**src/hdl/smma_pkg.sv**
```systemverilog
// Shared widths, operation and register codes, and control structs for the scaled GEMM block.
package smma_pkg;

  localparam int MAX_DIM_DEFAULT = 16;

  localparam int ELEM_W     = 16;
  localparam int RES_W      = 32;
  localparam int IDX_W      = 4;
  localparam int DIM_REG_W  = 5;
  localparam int GAIN_W     = 16;
  localparam int OP_W       = 2;
  localparam int CFG_IDX_W  = 3;
  localparam int CFG_DATA_W = 16;

  localparam logic [OP_W-1:0] OP_LOAD_A = 2'd0;
  localparam logic [OP_W-1:0] OP_LOAD_B = 2'd1;
  localparam logic [OP_W-1:0] OP_LOAD_C = 2'd2;
  localparam logic [OP_W-1:0] OP_READ   = 2'd3;

  localparam logic [CFG_IDX_W-1:0] REG_ROWS_M     = 3'd0;
  localparam logic [CFG_IDX_W-1:0] REG_COLS_N     = 3'd1;
  localparam logic [CFG_IDX_W-1:0] REG_INNER_K    = 3'd2;
  localparam logic [CFG_IDX_W-1:0] REG_ALPHA_GAIN = 3'd3;
  localparam logic [CFG_IDX_W-1:0] REG_BETA_GAIN  = 3'd4;

  localparam logic [DIM_REG_W-1:0]     DIM_RESET   = 5'd16;
  localparam logic signed [GAIN_W-1:0] ALPHA_RESET = 16'sd256;
  localparam logic signed [GAIN_W-1:0] BETA_RESET  = 16'sd0;

  // decoded input transaction, seen by the controller
  typedef struct packed {
    logic [OP_W-1:0] op;
    logic            in_store;
    logic            in_range;
  } smma_req_t;

  // controller to datapath
  typedef struct packed {
    logic clear;
    logic load_a;
    logic load_b;
    logic load_c;
    logic start;
    logic issue;
    logic scale;
    logic finish;
    logic oor;
  } smma_cmd_t;

  // datapath to controller
  typedef struct packed {
    logic clear_last;
    logic kk_zero;
    logic k_last;
  } smma_stat_t;

endpackage

```
**src/hdl/smma_ctrl.sv**
```systemverilog
// Sequencer for the scaled GEMM block: clear pass, loads, dot-product walk and result hand-off.
module smma_ctrl
  import smma_pkg::*;
(
  input  logic       clk,
  input  logic       rst,
  input  logic       in_valid,
  output logic       in_ready,
  input  smma_req_t  req,
  output logic       out_valid,
  input  logic       out_ready,
  output smma_cmd_t  cmd,
  input  smma_stat_t stat
);

  localparam logic [2:0] ST_CLEAR  = 3'd0;
  localparam logic [2:0] ST_IDLE   = 3'd1;
  localparam logic [2:0] ST_RUN    = 3'd2;
  localparam logic [2:0] ST_DRAIN1 = 3'd3;
  localparam logic [2:0] ST_DRAIN2 = 3'd4;
  localparam logic [2:0] ST_SCALE  = 3'd5;
  localparam logic [2:0] ST_FINISH = 3'd6;

  logic [2:0] state;
  logic [2:0] state_next;
  logic       oor;
  logic       accept;

  assign in_ready = (state == ST_IDLE);
  assign accept   = in_valid && in_ready;

  always_comb begin
    state_next = state;
    cmd        = '0;
    unique case (state)
      ST_CLEAR: begin
        cmd.clear = 1'b1;
        if (stat.clear_last) begin
          state_next = ST_IDLE;
        end
      end
      ST_IDLE: begin
        if (accept) begin
          unique case (req.op)
            OP_LOAD_A: cmd.load_a = req.in_store;
            OP_LOAD_B: cmd.load_b = req.in_store;
            OP_LOAD_C: cmd.load_c = req.in_store;
            OP_READ: begin
              cmd.start = 1'b1;
              if (!req.in_range) begin
                state_next = ST_FINISH;
              end else if (stat.kk_zero) begin
                state_next = ST_DRAIN1;
              end else begin
                state_next = ST_RUN;
              end
            end
            default: begin
            end
          endcase
        end
      end
      ST_RUN: begin
        cmd.issue = 1'b1;
        if (stat.k_last) begin
          state_next = ST_DRAIN1;
        end
      end
      ST_DRAIN1: state_next = ST_DRAIN2;
      ST_DRAIN2: state_next = ST_SCALE;
      ST_SCALE: begin
        cmd.scale  = 1'b1;
        state_next = ST_FINISH;
      end
      ST_FINISH: begin
        if (!out_valid || out_ready) begin
          cmd.finish = 1'b1;
          cmd.oor    = oor;
          state_next = ST_IDLE;
        end
      end
      default: state_next = ST_IDLE;
    endcase
  end

  always_ff @(posedge clk) begin
    if (rst) begin
      state     <= ST_CLEAR;
      out_valid <= 1'b0;
    end else begin
      state <= state_next;
      if (cmd.finish) begin
        out_valid <= 1'b1;
      end else if (out_ready) begin
        out_valid <= 1'b0;
      end
    end
  end

  // hold the range verdict of the read in flight
  always_ff @(posedge clk) begin
    if (accept && req.op == OP_READ) begin
      oor <= !req.in_range;
    end
  end

endmodule

```
**config.mk**
```make
export PLATFORM = sky130hd
export DESIGN_NAME = smma_ctrl
export DESIGN_NICKNAME = d
export VERILOG_FILES = /design/src/hdl/smma_pkg.sv /design/src/hdl/smma_ctrl.sv
export SDC_FILE = /design/constraint.sdc
export NUM_CORES = 1
export LEC_CHECK = 0
export ABC_AREA = 1
export BUFFER_PORTS_ARGS = -buffer_cell sky130_fd_sc_hd__buf_2
export CAP_MARGIN = 10
export CORE_AREA = 2 2 39 41
export CTS_CLUSTER_SIZE = 30
export DETAILED_ROUTE_END_ITERATION = 16
export DIE_AREA = 0 0 41 43
export GPL_TIMING_DRIVEN = 1
export SYNTH_ARGS = -nofsm -noshare
export SYNTH_HDL_FRONTEND = slang
export SYNTH_SLANG_ARGS = --single-unit
```
**constraint.sdc**
```tcl
create_clock -name clk -period 2.7 [get_ports clk]
set_input_delay 0.81 -clock clk [delete_from_list [all_inputs] [get_ports clk]]
set_output_delay 0.81 -clock clk [all_outputs]
set_load 0.005 [all_outputs]
```
# == After elaboration in Yosys (flattened, before gate mapping) ==
# Index checks and enable logic that the tools add are counted.
# op_classes
n_reduce_logical,9
eq_ne,14
n_mux,21
# ops
cell,n
case mux 3 bit (7 select lines),1
two-way mux 3 bit,6
two-way mux 1 bit,10
== test 3 bit (second input constant),3
two-way mux 4 bit,2
== test 3 x 2 -> 1 bit (second input constant),2
!= test 2 bit (second input constant),3
AND reduction 5 bit,1
== test 2 bit (second input constant),2
two-way mux 2 bit,2
!= test 2 x 1 -> 1 bit (second input constant),2
== test 3 x 1 -> 1 bit (second input constant),1
logical NOT 3 bit,1
== test 2 x 1 -> 1 bit (second input constant),1
logical AND 1 bit,2
logical NOT 1 bit,2
logical NOT 2 bit,1
nonzero test 2 bit,1
logical OR 1 bit,1
# totals
out_inout_bits,11
word_cells,47
input_bits,11
regBits,5

# == Depth between registers and ports, before layout ==
# Gate-level depths: netlist of the first run.
# logic_depth
word_depth,5
depth_mapped,7
mapped_depth_nobuf,7

# == Worst setup path after synthesis of the first run ==
# Ideal clock, no wire load.
# synth_path
path_type,in2out
start,input port req[2] (netlist name)
end,output port cmd[4] (netlist name)
path_slack_ns,0.727
t_arrival_ns,1.163
stages,4
required_time_ns,1.890
path_buffers,0
cell_sequence,inv_1 nor2_1 inv_1 nor2_1
# synth_rtl
element,line,source
"start, declared",smma_ctrl.sv:9,"input smma_req_t req,"
"end, declared",smma_ctrl.sv:12,"output smma_cmd_t cmd,"

==> results.md, run 1 <==
- Syn Nets: 75
- Rel. slew slack: between 80% and 90%
- Antenna Cells: 0
- Achievable Freq: 457.5 MHz
- Row cnt: 14
- First-pass GRT wire length: 1462 microns
- Final weighted congestion in routability-driven placement: about 0.67
- Synth top area share: between 20% and 30%
- Combinational Power Share: 51.4%
- TritonCTS clock tree: built
- CP max FO: 3
- Die area: around 1800 sq um
- Routed WL per cell: ~8.0 microns
- Sw Ratio: roughly 44%
- Crit path from: req[2]
- Num CTS Buffers: 3
- Status: finished clean
- Commonest cells in the netlist: 14 x inv_1, 11 x nor2_1, 10 x nand2_1
- Iteration-0 DRC Markers: 11
- Reg2reg start: state[0]$_SDFFE_PP0P_
- Die X: 41 microns
- Critical Path, Cell by Cell: buf_2 > inv_1 > nor2_1 > inv_1 > nor2_1 > buf_2
- Setup crit start kind: input port
- Yosys warnings: 0
- Global Route Usage Sum: 12.59%
- HP Class: reg2reg
- Top Ports: 22
- Crit path time final: between 2000 and 2500 ps
- Avg Vias per Cell: between 4 and 5
- Maxcap violations: 0
- Final nets: around 100
- Initial antenna violation count: 0
- Yosys top cell by area: dfxtp_1
- CP arrival: 1380 ps
- Die height: approximately 43 microns
- Cell Count, Final, Fillers Out: approximately 110
- Placed cells: between 100 and 150
- Min-delay src: out_valid$_SDFFE_PP0P_
- DRT Pass-1 Iters: 4
- Gr ovfl total: 0
- Total core area: about 1400 sq um
- Number of synthesized flops with an enable pin: 1
- P_int: approximately 240 uW
- DPL Wire Length: 699.2 microns
- Setup TNS: 0 ps
- DRT antenna net count: 0
- Yosys reg bits: 5
- Largest net degree at the start of global routing: 7
- Post-CTS setup buffers: 0
- CTS root buf: clkbuf_4
- Cell Pwr Density: between 800 and 900 nW/um^2
- Dominant synthesized flop cell: dfxtp_1
- Final period utilization: approximately four fifths
- Count of different cell masters after synthesis: 14
- DRC viols: 0
- Final setup vio count: 0
- Sequential power share: about 28%
- Vias in the first global route: 390
- Static Leak: a little over 0.3 nW
- Clock Sinks: 5
- CTS max path bufs: 2
- Max stage delay on crit path: between 150 and 200 ps
- Post-Syn Area: 377.9 sq um
- Hold violation count in the final report: 0
- Avg Inst Size Synth: just under 6 sq um
- Number of max-slew violations in the final report: 0
- FF/Latch Area: between 100 and 150 sq um
- Crit path max-delay cell type: nor2_1
- Post-Synthesis Cells: 64
- Fillcell total: 159
- Post_cts resized: 0
- Clk slew on worst S/H paths: ~50 ps
- Clock Latency Late Sink: 250 ps
- Buf/Inv on CP: 4
- Sequential fraction of the synthesis area: approximately 30%
- IR Drop Worst-Case VDD: approximately 0.00026 V
- Multi-input gate area: about 200 sq um
- Crit end category: primary output
- Largest cells by area after synthesis: dfxtp_1 21%, inv_1 14%, nor2_1 11%
- Ys async rst share: 0%
- CP Class: in2out
- Max Clock Skew: about 7.7 ps
- RSZ-0062 raised after global routing: no
- Hold_buf cts: 0
- H-tree Lvls: 1
- Clk network pwr share: around a fifth
- Slew @ Worst Pin: about 230 ps
- CP delay by family, top: buffers and inverters
- Most frequent cell after synthesis: inv_1
- Final wirelength: 836 microns
- Share of layout cells above drive strength 1: a little over a third
- IO buf count: 21
- Critical Path RT: roughly 1900 ps
- Syn-to-layout area delta: 40.07%
- Psw: 193.4 uW
- Total number of vias: 456
- Initial Util: about 27%
-- layout make-up --
cell class              instances  share of cell area, %
well taps                      16                  3.783
multi-input cells              42                  38.53
flip-flops and latches          5                  20.80
clock buffers                   4                  4.965
repair buffers                 21                  19.86
inverters                      17                  12.06
-- final timing paths --
kind / endpoint / slack (ps) / depth (start not counted)
worst max-delay path: cmd[4] / 510 / 6
worst min-delay path: out_valid$_SDFFE_PP0P_ / 570 / 4
worst max register to register: state[1]$_SDFFE_PP0P_ / 1570 / 6
worst min register to register: out_valid$_SDFFE_PP0P_ / 570 / 4
-- cells by family (layout without fill, tap and decap cells) --
family	after synthesis	after routing	synth area share, %
AOI/OAI and AO/OA	7	7	9.932
buffers and inverters	17	42	16.89
DFF	5	5	29.14
and+or+nand+nor	35	35	44.04
-- cell usage in the layout (no fill, tap or decap) --
cell type / n
buf_2: 21
inv_1: 14
nor2_1: 11
nand2_1: 10
nand3_1: 7
a21oi_1: 5
dfxtp_1: 4
inv_2: 3
nor2_2: 3
clkbuf_4: 3
nor4_1: 2
nand3_2: 1
nor2_4: 1
o21bai_1: 1
o21ai_0: 1
clkbuf_1: 1
edfxtp_1: 1
-- stage by stage --
stage | cell area [sq um] | hold WS, ps | total power [mW] | util, % | setup WS [ps]
2_1_floorplan | 377.9 | 547.5 | 0.2852 | - | 726.7
3_3_place_gp | 503.0 | 556.3 | 0.3512 | 36.35 | 518.4
3_5_place_dp | 503.0 | 563.7 | 0.3528 | 36.35 | 514.2
4_1_cts | 529.3 | 573.5 | 0.4474 | 38.25 | 509.7
5_1_grt | 529.3 | 637.5 | 0.4958 | 38.25 | 406.2
6_report | 529.3 | 566.5 | 0.4382 | 38.25 | 514.2
-- registers in the layout (all words and copies together), names as in the netlist --
register,cells
out_valid,1
oor,1
state,3
-- metal layers --
metal,global-route usage [%],up-vias,part of all wire [%]
met5,0,-,0
met1,14.61,185,45
li1,-,250,-
met3,8.377,0,9.6
met4,6.000,0,0
met2,17.19,21,45
-- worst min-delay path, delay by kind of cell, from the launching register on --
kind | cells | cell delay (ps)
simple gates | 1 | 50
buf+inv | 2 | 110
flops | 1 | 300
compound gates | 1 | 60
-- power by group through the flow --
stage | sequential (mW) | clock, mW | combinational (mW)
floorplan | 0.119 | 0 | 0.166
finish | 0.124 | 0.0893 | 0.225
global route | 0.128 | 0.103 | 0.265
global placement | 0.124 | 0 | 0.227
CTS | 0.123 | 0.0949 | 0.229
detailed placement | 0.125 | 0 | 0.228
No activity file was read; power rests on OpenSTA's default activity.
==> run 2: changes to the inputs <==
--- a/config.mk
+++ b/config.mk
@@ -5,7 +5,7 @@
 export SDC_FILE = /design/constraint.sdc
 export NUM_CORES = 1
 export LEC_CHECK = 0
-export ABC_AREA = 1
+export ABC_AREA = 0
 export BUFFER_PORTS_ARGS = -buffer_cell sky130_fd_sc_hd__buf_2
 export CAP_MARGIN = 10
 export CORE_AREA = 2 2 39 41
==> constraint.sdc (replaced) <==
create_clock -name clk -period 1.9 [get_ports clk]
set_input_delay 0.57 -clock clk [delete_from_list [all_inputs] [get_ports clk]]
set_output_delay 0.57 -clock clk [all_outputs]
set_load 0.005 [all_outputs]
==> results.md, run 2 <==
- Status: finished clean
- Share of layout cells above drive strength 1: roughly three fifths
- Hold violation count in the final report: 0
- CP arrival: around 1300 ps
- Synth top area share: a little over a fifth
- Sequential fraction of the synthesis area: approximately 30%
- Number of synthesized flops with an enable pin: 1
- Design area: between 500 and 600 sq um
- Initial antenna violation count: 0
- RSZ-0062 raised after global routing: yes
- Top Ports: 22
- Largest cells by area after synthesis: dfxtp_1 22%, nor3b_1 10%, edfxtp_1 8.2%
- End of the worst register-to-register path: state[0]$_SDFFE_PP0P_
- Number of max-slew violations in the final report: 0
- WL met2: 450 microns
- Crit path time final: about 1800 ps
- Area after DPL: between 500 and 600 sq um
- Die area: roughly 1800 sq um
- Max stage delay on crit path: approximately 370 ps
- Clk slew on worst S/H paths: 50 ps
- Yosys top cell by area: dfxtp_1
- Achievable Freq: around 550 MHz
- Cells on Worst Hold Path: 1
- Clock Latency Late Sink: approximately 240 ps
- Largest Register: state
- Post-layout util: 42.04%
- Maxcap violations: 0
- Routed WL per cell: 10.21 microns
- Global Route Usage Sum: 12.36%
- CTS root buf: clkbuf_4
- Die X: about 41 microns
- Commonest non-fill, non-tap cells in the layout: 21 x buf_2, 8 x buf_4, 4 x nor2_1
- FF/Latch Area: 118.9 sq um
- CP max FO: 7
- H-tree Lvls: 1
- Multi-input gate area: 246.5 sq um
- R2r setup slk: just over 600 ps
- DRT Pass-1 Iters: 1
- DRT met1 WL: roughly 360 microns
- Syn-to-layout area delta: 58.16%
- Final setup vio count: 0
- Met3 wire length: between 100 and 150 microns
- Max layer used: met3
- Largest net degree at the start of global routing: 9
- DRC viols: 0
- IO buf count: 21
- Syn Nets: 55
- CP delay by family, top: simple AND/OR/NAND/NOR gates
- TritonCTS clock tree: built
- Crit path max-delay cell type: dfxtp_4
- Final nets: 86
- Largest register FFs: 3
- Avg Inst Size Synth: 8.360 sq um
- Clock Sinks: 5
- Total core area: about 1400 sq um
- Vias in the first global route: ~400
- Final weighted congestion in routability-driven placement: ~0.75
- Final wirelength: ~920 microns
- Iteration-0 DRC Markers: 0
- CP Class: reg2out
- HP Class: reg2reg
- Crit end category: primary output
- Critical Path, Cell by Cell: nor3b_4 > nand3_2 > nor3b_2 > buf_2
- Die height: between 40 and 50 microns
- Rel. slew slack: between 80% and 90%
- Yosys warnings: 0
- Post-Synthesis Cells: 44
- Num CTS Buffers: 3
- Final period utilization: 95.86%
- Yosys reg bits: 5
- First-pass GRT wire length: 1421 microns
- Register-to-Register Path Depth: 5
- Setup crit start kind: register
- CTS max path bufs: 2
- Total number of vias: between 400 and 500
- Regs by FF count: state (3), oor (1), out_valid (1)
- Cell Pwr Density: approximately 830 nW/um^2
- Count of different cell masters after synthesis: 23
- Worst hold slack: about 530 ps
- Fillcell total: about 140
- Avg Vias per Cell: ~4.8
- Ys async rst share: 0%
- Crit path from: state[0]$_SDFFE_PP0P_
- IR Drop Worst-Case VDD: approximately 0.00050 V
- Worst Setup EP: cmd[6]
- Hold_buf cts: 0
- DPL Wire Length: 739.5 microns
- Most common cell after layout, fill and taps aside: buf_2
- Initial Util: about a quarter
- Stages on the worst setup path: 4
- Critical Path RT: about 1300 ps
- Post-Syn Area: roughly 370 sq um
- Buf/Inv on CP: 1
- Slew @ Worst Pin: 264.6 ps
- Commonest cells in the netlist: 5 x nor2_1, 5 x nor3b_1, 4 x dfxtp_1
- Total power: roughly 480 uW
- Max Clock Skew: ~0.81 ps
- Static Leak: roughly 0.27 nW
- DRT antenna net count: 0
- Reg2reg start: state[1]$_SDFFE_PP0P_
- Antenna Cells: 0
- Row cnt: 14
- Dominant synthesized flop cell: dfxtp_1
- Gr ovfl total: 0
==> run 2: where the power goes <==
| group | total, mW | internal [mW] | switching, mW |
|---|---|---|---|
| Combinational | 0.204 | 0.120 | 0.0837 |
| Clock | 0.125 | 0.0764 | 0.0484 |
| Sequential | 0.152 | 0.127 | 0.0248 |
==> run 2: how the worst min path moves through the flow <==
stage                           startpoint                     end
floorplan           out_valid$_SDFFE_PP0P_  out_valid$_SDFFE_PP0P_
global placement    out_valid$_SDFFE_PP0P_  out_valid$_SDFFE_PP0P_
detailed placement  out_valid$_SDFFE_PP0P_  out_valid$_SDFFE_PP0P_
CTS                                    rst   state[2]$_SDFFE_PP0P_
global route                           rst   state[2]$_SDFFE_PP0P_
finish               state[0]$_SDFFE_PP0P_   state[0]$_SDFFE_PP0P_
==> run 2: layout make-up <==
class | instances | share of cell area (%)
clock buffer | 3 | 3.871
inverter | 1 | 0.6452
tap | 16 | 3.441
multi-input combinational | 35 | 42.37
timing repair buffer | 29 | 28.39
sequential | 5 | 20.43
clock inverter | 1 | 0.8602
==> run 2: routing by layer <==
layer	up-vias	track usage, %
li1	219	-
met1	192	11.94
met2	21	19.38
met3	0	9.424
met4	0	4.000
met5	-	0
==> run 2: logic make-up after synthesis <==
group / Yosys count / synth area share [%]
simple gates: 26 / 42.52
compound gates: 8 / 16.33
buf+inv: 4 / 8.501
mux: 1 / 2.721
flops: 5 / 29.93
==> run 2: worst register-to-register path, cell delays in order, from the launching register on <==
cell and delay, ps:
dfxtp_2 360, buf_4 160, nor4_1 250, a21oi_1 110, a21boi_1 140, o21a_1 160
==> run 2: stage by stage <==
| step | setup TNS, ps | worst slack (ps) | std cells |
|---|---|---|---|
| after floorplan | 0 | 255.6 | 44 |
| after detailed placement | 0 | 108.4 | 84 |
| after CTS | 0 | 4.144 | 89 |
| after global placement | 0 | 125.3 | 84 |
| final | 0 | 78.57 | 90 |
| after global routing | -14.61 | -14.61 | 90 |
==> run 2: repair_timing <==
action / in CTS / in global routing
resized for setup: 4 / 6
gates cloned: 0 / 0
setup buffers: 1 / 1
setup endpoints to repair: 3 / 5
pin swaps: 1 / 2
==> run 3: changes to the inputs <==
==> constraint.sdc (replaced) <==
create_clock -name clk -period 1.9 [get_ports clk]
set_input_delay 0.285 -clock clk [delete_from_list [all_inputs] [get_ports clk]]
set_output_delay 0.285 -clock clk [all_outputs]
set_load 0.005 [all_outputs]
==> results.md, run 3 (synthesis results as in run 2) <==
- Global Route Usage Sum: between 10 and 15%
- Antenna Cells: 0
- End of the worst register-to-register path: state[0]$_SDFFE_PP0P_
- Worst hold slack: approximately 260 ps
- Die height: ~43 microns
- Iteration-0 DRC Markers: 5
- Min-delay src: rst
- Crit path time final: ~1700 ps
- PnR worst setup slack: 186.7 ps
- Sequential power share: between 30% and 40%
- Total number of vias: approximately 380
- Crit end category: primary output
- R2r setup slk: around 550 ps
- Final wirelength: just over 800 microns
- Share of layout cells above drive strength 1: about 42%
- H-tree Lvls: 1
- Final nets: 78
- Largest net degree at the start of global routing: 14
- Clk slew on worst S/H paths: approximately 50 ps
- Avg Vias per Cell: 4.585
- Setup crit start kind: register
- Final period utilization: between 90% and 100%
- Routed WL per cell: a little under 10 microns
- Static Leak: between 0.2 and 0.25 nW
- Psw: between 100 and 150 uW
- Combinational Power Share: a little over a third
- Top Ports: 22
- Status: finished clean
- Num CTS Buffers: 3
- Critical Path RT: between 1500 and 2000 ps
- Final weighted congestion in routability-driven placement: 0.6576
- Clock Sinks: 5
- Gr ovfl total: 0
- CP Class: reg2out
- Hold endpoint: out_valid$_SDFFE_PP0P_
- CTS max path bufs: 2
- Commonest non-fill, non-tap cells in the layout: 21 x buf_2, 5 x nor2_1, 5 x nor3b_1
- Die area: 1763 sq um
- Sw Ratio: between 30% and 40%
- Row cnt: 14
- DRT antenna net count: 0
- Achievable Freq: 583.7 MHz
- Post_cts resized: 0
- Number of max-slew violations in the final report: 0
- DRC viols: 0
- Cell Count, Final, Fillers Out: slightly above 80
- Hold_buf cts: 0
- Initial antenna violation count: 0
- Syn-to-layout area delta: 34.35%
- First-pass GRT wire length: between 1000 and 1500 microns
- Regs by FF count: state (3), oor (1), out_valid (1)
- HP Class: in2reg
- Worst slack at placement: ~400 ps
- DPL Wire Length: 630.9 microns
- Most common cell after layout, fill and taps aside: buf_2
- Hold violation count in the final report: 0
- RSZ-0062 raised after global routing: no
- CTS root buf: clkbuf_4
- Die X: just over 40 microns
- Vias in the first global route: 311
- P_int: approximately 280 uW
- Placed cells: 78
- CP max FO: 13
- Reg2reg start: state[2]$_SDFFE_PP0P_
- Register-to-Register Path Depth: 4
- IO buf count: 21
- Total core area: 1384 sq um
- Setup TNS: 0 ps
- Largest register FFs: 3
- Largest Register: state
- Max Clock Skew: a little under 5 ps
- IR Drop Worst-Case VDD: between 0.0004 and 0.0005 V
- Post-CTS setup buffers: 0
- Fillcell total: 152
- Rel. slew slack: 69.23%
- Final setup vio count: 0
- Maxcap violations: 0
- DRT Pass-1 Iters: 4
- TritonCTS clock tree: built
- Cells on Worst Hold Path: 2
- Clock Latency Late Sink: approximately 250 ps
- Slew @ Worst Pin: 460.9 ps
- Clk network pwr share: 28.7%
- Cell Pwr Density: 863.5 nW/um^2
- Initial Util: a little over a quarter
- CP arrival: 1430 ps
==> run 3: worst max path at each step <==
stage | startpoint | cells past startpoint | to | slack, ps
6_report | state[2]$_SDFFE_PP0P_ | 4 | cmd[6] | 190
5_1_grt | state[2]$_SDFFE_PP0P_ | 4 | cmd[6] | 40
4_1_cts | state[0]$_SDFFE_PP0P_ | 4 | cmd[5] | 120
3_5_place_dp | state[0]$_SDFFE_PP0P_ | 4 | cmd[6] | 410
3_3_place_gp | state[0]$_SDFFE_PP0P_ | 4 | cmd[6] | 460
2_1_floorplan | state[1]$_SDFFE_PP0P_ | 4 | cmd[6] | 610
==> run 3: area by class of cell <==
type	count	area (sq um)	share of cell area, %
clock buffers	3	22.52	4.557
clock inverters	1	5.005	1.013
inverters	1	3.754	0.7595
multi-input cells	35	226.5	45.82
flip-flops and latches	5	111.4	22.53
well taps	16	20.02	4.051
repair buffers	21	105.1	21.27
==> run 3: power by group through the flow <==
stage | clock network, mW | registers (mW) | logic [mW]
final | 0.123 | 0.156 | 0.149
after floorplan | 0 | 0.130 | 0.145
after detailed placement | 0 | 0.156 | 0.148
after global placement | 0 | 0.155 | 0.148
after global routing | 0.139 | 0.161 | 0.164
after CTS | 0.130 | 0.154 | 0.150
==> run 3: metrics by stage <==
stage	area (sq um)	power, mW	util [%]
floorplan	367.9	0.2748	-
global placement	465.4	0.3028	33.63
detailed placement	465.4	0.3037	33.63
CTS	493.0	0.4347	35.62
global route	494.2	0.4644	35.71
finish	494.2	0.4268	35.71
==> run 3: critical path: stages, from the launching register on <==
cell and delay, ps:
dfxtp_1 440, nor3b_4 260, nand3_1 140, nor3b_1 200
buf_2 140
==> run 3: metal layers <==
metal	track usage, %	share of wire, %
met5	0	0
met4	6.000	0
met3	6.283	11
met2	16.56	46
met1	8.387	43
